File: config.mk
export PLATFORM = sky130hd
export DESIGN_NAME = xor_checked_frame_parser
export DESIGN_NICKNAME = d
export VERILOG_FILES = /design/src/rtl/xcfp_pkg.sv /design/src/rtl/xcfp_cfg_regs.sv /design/src/rtl/xcfp_parser.sv /design/src/rtl/xcfp_out_buf.sv /design/src/rtl/xor_checked_frame_parser.sv
export SDC_FILE = /design/constraint.sdc
export NUM_CORES = 1
export LEC_CHECK = 0
export ABC_AREA = 1
export BUFFER_PORTS_ARGS = -buffer_cell sky130_fd_sc_hd__clkbuf_2
export CORE_AREA = 8 8 122 124
export DETAILED_ROUTE_END_ITERATION = 8
export DIE_AREA = 0 0 130 132
export GPL_ROUTABILITY_DRIVEN = 0
export HOLD_SLACK_MARGIN = 0.03
export PLACE_DENSITY_LB_ADDON = 0.1
export SYNTH_ARGS = -nofsm -noshare
export SYNTH_HDL_FRONTEND = slang
export SYNTH_HIERARCHICAL = 1
export SYNTH_SLANG_ARGS = --single-unit
File: constraint.sdc
create_clock -name clk_i -period 5.1 [get_ports clk_i]
set_clock_uncertainty 0.1 [all_clocks]
set_input_delay 1.02 -clock clk_i [delete_from_list [all_inputs] [get_ports clk_i]]
set_output_delay 1.02 -clock clk_i [all_outputs]
set_load 0.05 [all_outputs]
File: src/rtl/xcfp_pkg.sv
// Shared types and constants of the XOR checked frame parser.
`timescale 1ns / 1ps

package xcfp_pkg;

  localparam int unsigned ByteW    = 8;
  localparam int unsigned VerdictW = 3;
  localparam int unsigned PairW    = 7;
  localparam int unsigned CfgIdxW  = 3;

  // Configuration register indexes
  localparam logic [CfgIdxW-1:0] RegHeader   = 3'd0;
  localparam logic [CfgIdxW-1:0] RegQueryOne = 3'd1;
  localparam logic [CfgIdxW-1:0] RegOpenSlot = 3'd2;
  localparam logic [CfgIdxW-1:0] RegQueryAll = 3'd3;
  localparam logic [CfgIdxW-1:0] RegBeat     = 3'd4;

  // Frame verdicts
  localparam logic [VerdictW-1:0] VerdictOk      = 3'd0;
  localparam logic [VerdictW-1:0] VerdictCsumBad = 3'd1;
  localparam logic [VerdictW-1:0] VerdictUnknown = 3'd2;
  localparam logic [VerdictW-1:0] VerdictShort   = 3'd3;
  localparam logic [VerdictW-1:0] VerdictRefused = 3'd4;

  // Result kinds
  localparam logic KindPair    = 1'b0;
  localparam logic KindSummary = 1'b1;

  typedef struct packed {
    logic [ByteW-1:0] header_value;
    logic [ByteW-1:0] code_query_one;
    logic [ByteW-1:0] code_open_slot;
    logic [ByteW-1:0] code_query_all;
    logic [ByteW-1:0] code_heartbeat;
  } cfg_t;

  typedef struct packed {
    logic                result_kind;
    logic [ByteW-1:0]    command_code;
    logic [ByteW-1:0]    slot_number;
    logic [ByteW-1:0]    slot_state;
    logic [VerdictW-1:0] verdict;
    logic [PairW-1:0]    pair_count;
    logic                last;
  } res_t;

endpackage

File: src/rtl/xcfp_cfg_regs.sv
// Configuration registers: frame header byte and command codes.
`timescale 1ns / 1ps

module xcfp_cfg_regs (
  input  logic                              clk_i,
  input  logic                              rst_ni,
  input  logic                              cfg_we_i,
  input  logic [xcfp_pkg::CfgIdxW-1:0]      cfg_index_i,
  input  logic [xcfp_pkg::ByteW-1:0]        cfg_wdata_i,
  output xcfp_pkg::cfg_t                    cfg_o
);

  xcfp_pkg::cfg_t cfg_q, cfg_d;

  always_comb begin
    cfg_d = cfg_q;
    if (cfg_we_i) begin
      unique case (cfg_index_i)
        xcfp_pkg::RegHeader:   cfg_d.header_value   = cfg_wdata_i;
        xcfp_pkg::RegQueryOne: cfg_d.code_query_one = cfg_wdata_i;
        xcfp_pkg::RegOpenSlot: cfg_d.code_open_slot = cfg_wdata_i;
        xcfp_pkg::RegQueryAll: cfg_d.code_query_all = cfg_wdata_i;
        xcfp_pkg::RegBeat:     cfg_d.code_heartbeat = cfg_wdata_i;
        default: ;
      endcase
    end
  end

  always_ff @(posedge clk_i or negedge rst_ni) begin
    if (!rst_ni) begin
      cfg_q.header_value   <= 8'hAA;
      cfg_q.code_query_one <= 8'd1;
      cfg_q.code_open_slot <= 8'd2;
      cfg_q.code_query_all <= 8'd3;
      cfg_q.code_heartbeat <= 8'd4;
    end else begin
      cfg_q <= cfg_d;
    end
  end

  assign cfg_o = cfg_q;

endmodule

File: src/rtl/xcfp_parser.sv
// Frame state machine: hunts for the header, tracks the frame and forms results.
`timescale 1ns / 1ps

module xcfp_parser (
  input  logic                       clk_i,
  input  logic                       rst_ni,
  input  logic                       accept_i,
  input  logic [xcfp_pkg::ByteW-1:0] rx_byte_i,
  input  xcfp_pkg::cfg_t             cfg_i,
  output logic                       res_valid_o,
  output xcfp_pkg::res_t             res_o
);

  typedef enum logic [2:0] {
    PhHunt    = 3'd0,
    PhCmd     = 3'd1,
    PhLen     = 3'd2,
    PhPayload = 3'd3,
    PhCheck   = 3'd4
  } phase_e;

  typedef enum logic [2:0] {
    ClsOne  = 3'd0,
    ClsOpen = 3'd1,
    ClsAll  = 3'd2,
    ClsBeat = 3'd3,
    ClsNone = 3'd4
  } cls_e;

  phase_e                     phase_q, phase_d;
  logic [xcfp_pkg::ByteW-1:0] cmd_q, cmd_d;
  logic [xcfp_pkg::ByteW-1:0] len_q, len_d;
  logic [xcfp_pkg::ByteW-1:0] idx_q, idx_d;
  logic [xcfp_pkg::ByteW-1:0] xor_q, xor_d;
  logic [xcfp_pkg::ByteW-1:0] slot_q, slot_d;
  logic [xcfp_pkg::ByteW-1:0] state_q, state_d;
  logic [xcfp_pkg::ByteW-1:0] idx_inc;
  cls_e                       cls;
  logic                       is_all;

  // Priority match of the command byte against the code registers
  always_comb begin
    if (cmd_q == cfg_i.code_query_one) begin
      cls = ClsOne;
    end else if (cmd_q == cfg_i.code_open_slot) begin
      cls = ClsOpen;
    end else if (cmd_q == cfg_i.code_query_all) begin
      cls = ClsAll;
    end else if (cmd_q == cfg_i.code_heartbeat) begin
      cls = ClsBeat;
    end else begin
      cls = ClsNone;
    end
  end

  assign is_all  = (cls == ClsAll);
  assign idx_inc = idx_q + 8'd1;

  always_comb begin
    phase_d     = phase_q;
    cmd_d       = cmd_q;
    len_d       = len_q;
    idx_d       = idx_q;
    xor_d       = xor_q;
    slot_d      = slot_q;
    state_d     = state_q;
    res_valid_o = 1'b0;
    res_o       = '0;
    res_o.command_code = cmd_q;

    if (accept_i) begin
      unique case (phase_q)
        PhHunt: begin
          if (rx_byte_i == cfg_i.header_value) begin
            xor_d   = rx_byte_i;
            phase_d = PhCmd;
          end
        end
        PhCmd: begin
          cmd_d   = rx_byte_i;
          xor_d   = xor_q ^ rx_byte_i;
          phase_d = PhLen;
        end
        PhLen: begin
          len_d   = rx_byte_i;
          idx_d   = '0;
          slot_d  = '0;
          state_d = '0;
          xor_d   = xor_q ^ rx_byte_i;
          phase_d = (rx_byte_i == '0) ? PhCheck : PhPayload;
        end
        PhPayload: begin
          xor_d = xor_q ^ rx_byte_i;
          if (!idx_q[0]) begin
            if (is_all || idx_q == '0) slot_d = rx_byte_i;
          end else begin
            if (is_all || idx_q == 8'd1) state_d = rx_byte_i;
            // Emit each query-all pair as soon as its state byte lands
            if (is_all) begin
              res_valid_o       = 1'b1;
              res_o.result_kind = xcfp_pkg::KindPair;
              res_o.slot_number = slot_q;
              res_o.slot_state  = rx_byte_i;
            end
          end
          idx_d = idx_inc;
          if (idx_inc == len_q) phase_d = PhCheck;
        end
        PhCheck: begin
          phase_d           = PhHunt;
          xor_d             = '0;
          res_valid_o       = 1'b1;
          res_o.result_kind = xcfp_pkg::KindSummary;
          res_o.last        = 1'b1;
          if (rx_byte_i != xor_q) begin
            res_o.verdict = xcfp_pkg::VerdictCsumBad;
          end else begin
            case (cls) inside
              ClsOne, ClsOpen: begin
                if (len_q < 8'd2) begin
                  res_o.verdict = xcfp_pkg::VerdictShort;
                end else begin
                  res_o.slot_number = slot_q;
                  res_o.slot_state  = state_q;
                  res_o.verdict     = (cls == ClsOpen && state_q != '0) ?
                                      xcfp_pkg::VerdictRefused : xcfp_pkg::VerdictOk;
                end
              end
              ClsAll:  res_o.pair_count = len_q[xcfp_pkg::ByteW-1:1];
              ClsBeat: res_o.verdict    = xcfp_pkg::VerdictOk;
              default: res_o.verdict    = xcfp_pkg::VerdictUnknown;
            endcase
          end
        end
        default: phase_d = PhHunt;
      endcase
    end
  end

  always_ff @(posedge clk_i or negedge rst_ni) begin
    if (!rst_ni) begin
      phase_q <= PhHunt;
      cmd_q   <= '0;
      len_q   <= '0;
      idx_q   <= '0;
      xor_q   <= '0;
      slot_q  <= '0;
      state_q <= '0;
    end else begin
      phase_q <= phase_d;
      cmd_q   <= cmd_d;
      len_q   <= len_d;
      idx_q   <= idx_d;
      xor_q   <= xor_d;
      slot_q  <= slot_d;
      state_q <= state_d;
    end
  end

endmodule

File: src/rtl/xcfp_out_buf.sv
// Result output register with a skid stage; the input side waits on out_stall only while the skid stage is full.
`timescale 1ns / 1ps

module xcfp_out_buf (
  input  logic           clk_i,
  input  logic           rst_ni,
  input  logic           push_i,
  input  xcfp_pkg::res_t push_data_i,
  output logic           full_o,
  output logic           out_valid_o,
  input  logic           out_stall_i,
  output xcfp_pkg::res_t out_data_o
);

  logic           out_valid_q, out_valid_d;
  logic           skid_valid_q, skid_valid_d;
  xcfp_pkg::res_t out_data_q, out_data_d;
  xcfp_pkg::res_t skid_data_q, skid_data_d;
  logic           pop;

  assign pop = out_valid_q && !out_stall_i;

  always_comb begin
    out_valid_d  = out_valid_q;
    skid_valid_d = skid_valid_q;
    out_data_d   = out_data_q;
    skid_data_d  = skid_data_q;
    if (pop) begin
      if (skid_valid_q) begin
        // advance the skid entry; no push can arrive while it is full
        out_data_d   = skid_data_q;
        skid_valid_d = 1'b0;
      end else if (push_i) begin
        out_data_d = push_data_i;
      end else begin
        out_valid_d = 1'b0;
      end
    end else if (push_i) begin
      if (!out_valid_q) begin
        out_valid_d = 1'b1;
        out_data_d  = push_data_i;
      end else begin
        skid_valid_d = 1'b1;
        skid_data_d  = push_data_i;
      end
    end
  end

  always_ff @(posedge clk_i or negedge rst_ni) begin
    if (!rst_ni) begin
      out_valid_q  <= 1'b0;
      skid_valid_q <= 1'b0;
    end else begin
      out_valid_q  <= out_valid_d;
      skid_valid_q <= skid_valid_d;
    end
  end

  always_ff @(posedge clk_i) begin
    out_data_q  <= out_data_d;
    skid_data_q <= skid_data_d;
  end

  assign full_o      = skid_valid_q;
  assign out_valid_o = out_valid_q;
  assign out_data_o  = out_data_q;

endmodule

File: src/rtl/xor_checked_frame_parser.sv
// Top level of the XOR checked frame parser.
`timescale 1ns / 1ps

// Byte-serial deframer for header / command / length / payload / XOR checksum
// frames. It takes one byte per clock cycle while in_stall_o is low, and each
// byte is handled in the cycle it is accepted: the frame state updates and any
// result is registered in the output register, or in the skid stage while the
// output register holds a stalled result. Query-all frames give one pair result
// per payload pair, then every frame ends in one summary with a verdict. The
// output register is backed by a one-entry skid stage; in_stall_o rises only
// when both hold results, and is driven from a register. Configuration writes
// take effect at the next edge and belong to idle periods.
module xor_checked_frame_parser (
  input  logic                          clk_i,
  input  logic                          rst_ni,
  input  logic                          cfg_we_i,
  input  logic [xcfp_pkg::CfgIdxW-1:0]  cfg_index_i,
  input  logic [xcfp_pkg::ByteW-1:0]    cfg_wdata_i,
  input  logic                          in_valid_i,
  output logic                          in_stall_o,
  input  logic [xcfp_pkg::ByteW-1:0]    rx_byte_i,
  output logic                          out_valid_o,
  input  logic                          out_stall_i,
  output logic                          result_kind_o,
  output logic [xcfp_pkg::ByteW-1:0]    command_code_o,
  output logic [xcfp_pkg::ByteW-1:0]    slot_number_o,
  output logic [xcfp_pkg::ByteW-1:0]    slot_state_o,
  output logic [xcfp_pkg::VerdictW-1:0] verdict_o,
  output logic [xcfp_pkg::PairW-1:0]    pair_count_o,
  output logic                          last_o
);

  xcfp_pkg::cfg_t cfg;
  xcfp_pkg::res_t res;
  xcfp_pkg::res_t out_data;
  logic           res_valid;
  logic           full;
  logic           accept;

  assign in_stall_o = full;
  assign accept     = in_valid_i && !full;

  xcfp_cfg_regs u_cfg (
    .clk_i       (clk_i),
    .rst_ni      (rst_ni),
    .cfg_we_i    (cfg_we_i),
    .cfg_index_i (cfg_index_i),
    .cfg_wdata_i (cfg_wdata_i),
    .cfg_o       (cfg)
  );

  xcfp_parser u_parser (
    .clk_i       (clk_i),
    .rst_ni      (rst_ni),
    .accept_i    (accept),
    .rx_byte_i   (rx_byte_i),
    .cfg_i       (cfg),
    .res_valid_o (res_valid),
    .res_o       (res)
  );

  xcfp_out_buf u_out (
    .clk_i       (clk_i),
    .rst_ni      (rst_ni),
    .push_i      (res_valid),
    .push_data_i (res),
    .full_o      (full),
    .out_valid_o (out_valid_o),
    .out_stall_i (out_stall_i),
    .out_data_o  (out_data)
  );

  assign result_kind_o  = out_data.result_kind;
  assign command_code_o = out_data.command_code;
  assign slot_number_o  = out_data.slot_number;
  assign slot_state_o   = out_data.slot_state;
  assign verdict_o      = out_data.verdict;
  assign pair_count_o   = out_data.pair_count;
  assign last_o         = out_data.last;

endmodule

==> results.toml <==
[synth]
ys_ff_latch = 165
synth-warning-count = 6
postSynthCellCount = 919
yosysUniqueCellTypes = 37
yosysSeqAreaShare_pct = 54.5
synthesis.nets = 946
synth_area_um2 = 8260
synth_most_common_cell = "nand2_1"
syn_avg_cell_area_um2 = 8.98
synth_top_cell_area_share_pct = 26.2
ys.flop_type = "dfrtp_1"
synth_edf_count = 72
synthTopCellsByCount = "326 x nand2_1, 84 x dfrtp_1, 73 x nand3_1"
yosys.area.top_type = "edfxtp_1"
netlist_top_cells_area = "edfxtp_1 26%, dfrtp_1 25%, nand2_1 15%"
synthArstFlopShare_pct = 56.4

[placement]
io_buffers = 61
place_ws_ps = 1870
postPlaceCellArea_um2 = 8570
hpwl_mm = 13.3

[routing]
wl_mm = 19.4
drtIter0Drc = 871
viasPerCell = 5.67
ant_nets = 0
routedWlPerCell_um = 16.7
drt_first_pass_iters = 6
vias = 6567
drc = 0

[clock_tree]
cts_tree = "yes"
cts_setup_buffers = 0
cts_buffers = 17
insertion_delay_ps = 420
hold_buffers = 0
cts-root-buf = "clkbuf_16"
cts_buffer_depth = 2
numClockSinks = 165
ctsResizeCount = 0
cts_max_level = 4
path_clk_slew_ps = 60

[worst_setup_path]
arrival_ps = 2790
r2r-start = "u_parser/cmd_q[0]"
cp_data_required_time_ps = 5070
critPathKind = "reg -> reg"
r2r_cells = 14
reg2reg_to = "u_out/out_data_o[28]"
cp_max_fo = 36
rrSetupSlack_ps = 2280
cp-start-kind = "flop"
crit_path_end_kind = "flop"

[power]
powerDensity_nw_per_um2 = 502
leakage_nw = 4.13
p_sw_mw = 1.76
p_sw_share_pct = 38.5
finalPower_mw = 4.58
combPwrFrac_pct = 30.7
pwr-share-seq_pct = 43.1
vdd_drop_max_uv = 316
clockPowerShare_pct = 26.2
p_int_mw = 2.82

[timing]
hold_ws_ps = 371
rsz0062_at_grt = "no"
fin_setup_tns_ps = 0
finalCritPeriodShare_pct = 55.3
setup_viol = 0
slew_viol_final = 0
hold_viol_final = 0
fmax_mhz = 355
final.setup.worst_slack_ps = 2280
maxSlewHeadroom_pct = 46.8
tightestPinTransition_ps = 796
min_period_ps = 2820

[finish]
postLayoutCellArea_um2 = 9130
final_layout_size_suffix_gt1_share_pct = 16.2
area_growth_pct = 10.6
antenna_cells = 0
nNetsFinal = 997

[worst_hold_path]
hold-path-endpoint = "u_cfg/cfg_o[24]"
hold_depth = 2
hp-start = "u_cfg/cfg_o[24]"
hp-class = "reg -> reg"

[global_routing]
antenna_found_initial = 0
grt-ovfl-total = 0
grt_pass1_vias = 6234
grt_start_max_net_pins = 62
grt_pass1_wl_mm = 31.5
gr-usage-all-layers_pct = 23.4

[die]
die_height_um = 132
coreArea_um2 = 13000
die_w_um = 130
dieArea_um2 = 17200
io_pins = 62
row_count = 42
start_util_pct = 63.6

[run_status]
outcome = "complete, no violations"

[job]
cap_violations = 0
cell usage in the layout, fill, tap and decap left out, drive strengths merged, types with 4 or more instances in the layout:
cell / n
nand2: 339
xor2: 11
xnor2: 31
nor4: 5
buf: 6
nor3: 5
edfxtp: 72
dfrtp: 84
nand4: 50
nand3: 75
o22ai: 11
a21oi: 13
clkinvlp: 6
o21ai: 32
clkbuf: 78
inv: 76
dfstp: 9
nor2: 68
or2: 4
area by class of cell:
class	count	area [um2]
Sequential cell	165	4500
Tap cell	176	220
Fill cell	1013	3850
Clock inverter	14	126
Clock buffer	18	429
Timing Repair Buffer	66	345
Multi-Input combinational cell	648	3240
Inverter	72	273
power by group through the flow:
stage          Clock (mW)  Combinational [mW]  Sequential, mW
2_1_floorplan           0                1.09            1.94
3_3_place_gp            0                1.32            1.98
3_5_place_dp            0                1.36            1.99
4_1_cts              1.22                1.39            1.97
5_1_grt              1.26                1.57            2.01
6_report             1.20                1.41            1.97
stage by stage:
| step | util [%] | instances |
|---|---|---|
| 6_report | 70.3 | 1159 |
| 5_1_grt | 70.3 | 1159 |
| 4_1_cts | 70.3 | 1159 |
| 3_5_place_dp | 66.1 | 1127 |
| 3_3_place_gp | 66.1 | 1127 |
| 2_1_floorplan | - | 919 |
logic make-up (layout without fill, tap and decap cells):
logic type,after synthesis,after routing,synth area share [%]
buffers and inverters,106,170,6.32
DFF,165,165,54.5
xor gates and xnor gates,42,42,4.46
AOI/OAI and AO/OA,57,57,3.88
adders and majority gates,3,3,0.455
and+or+nand+nor,546,546,30.4
flip-flops by register name (all words and copies together), names as in the netlist:
signal and count:
u_parser/cmd_q 8, u_parser/state_q 8, u_out/out_valid_o 1, u_parser/len_q 8, u_parser/phase_q 3, u_out/out_data_o 36
u_parser/slot_q 8, u_parser/xor_q 8, u_parser/idx_q 8, u_out/full_o 1, u_out/skid_data_q 36, u_cfg/cfg_o 40
critical path, stage by stage (launching register included):
cell	delay, ps
dfrtp_1	570
inv_2	90
or2_0	230
nand3_1	90
nor2_1	50
nand2_1	200
nand3_4	160
nor2_8	180
nand2_1	90
nand2_1	80
inv_1	70
nand2_1	70
nand2_1	40
inv_1	50
buf_4	380
routing by layer:
metal  global-route usage, %  vias to the layer above  wire [um]
li1                        -                     3130          -
met1                    32.3                     3087       8330
met2                    35.4                      317       9170
met3                    5.26                       33       1530
met4                    8.65                        0        345
met5                       0                        -          0
worst max-delay path by stage:
stage                            from              endpoint
finish              u_parser/cmd_q[0]  u_out/out_data_o[28]
global route               in_valid_i  u_out/out_data_o[28]
CTS                 u_parser/cmd_q[5]  u_out/out_data_o[28]
detailed placement         in_valid_i  u_out/out_data_o[19]
global placement           in_valid_i  u_out/out_data_o[23]
floorplan                  in_valid_i  u_out/skid_data_q[0]
Power figures use the tool's default switching activity.
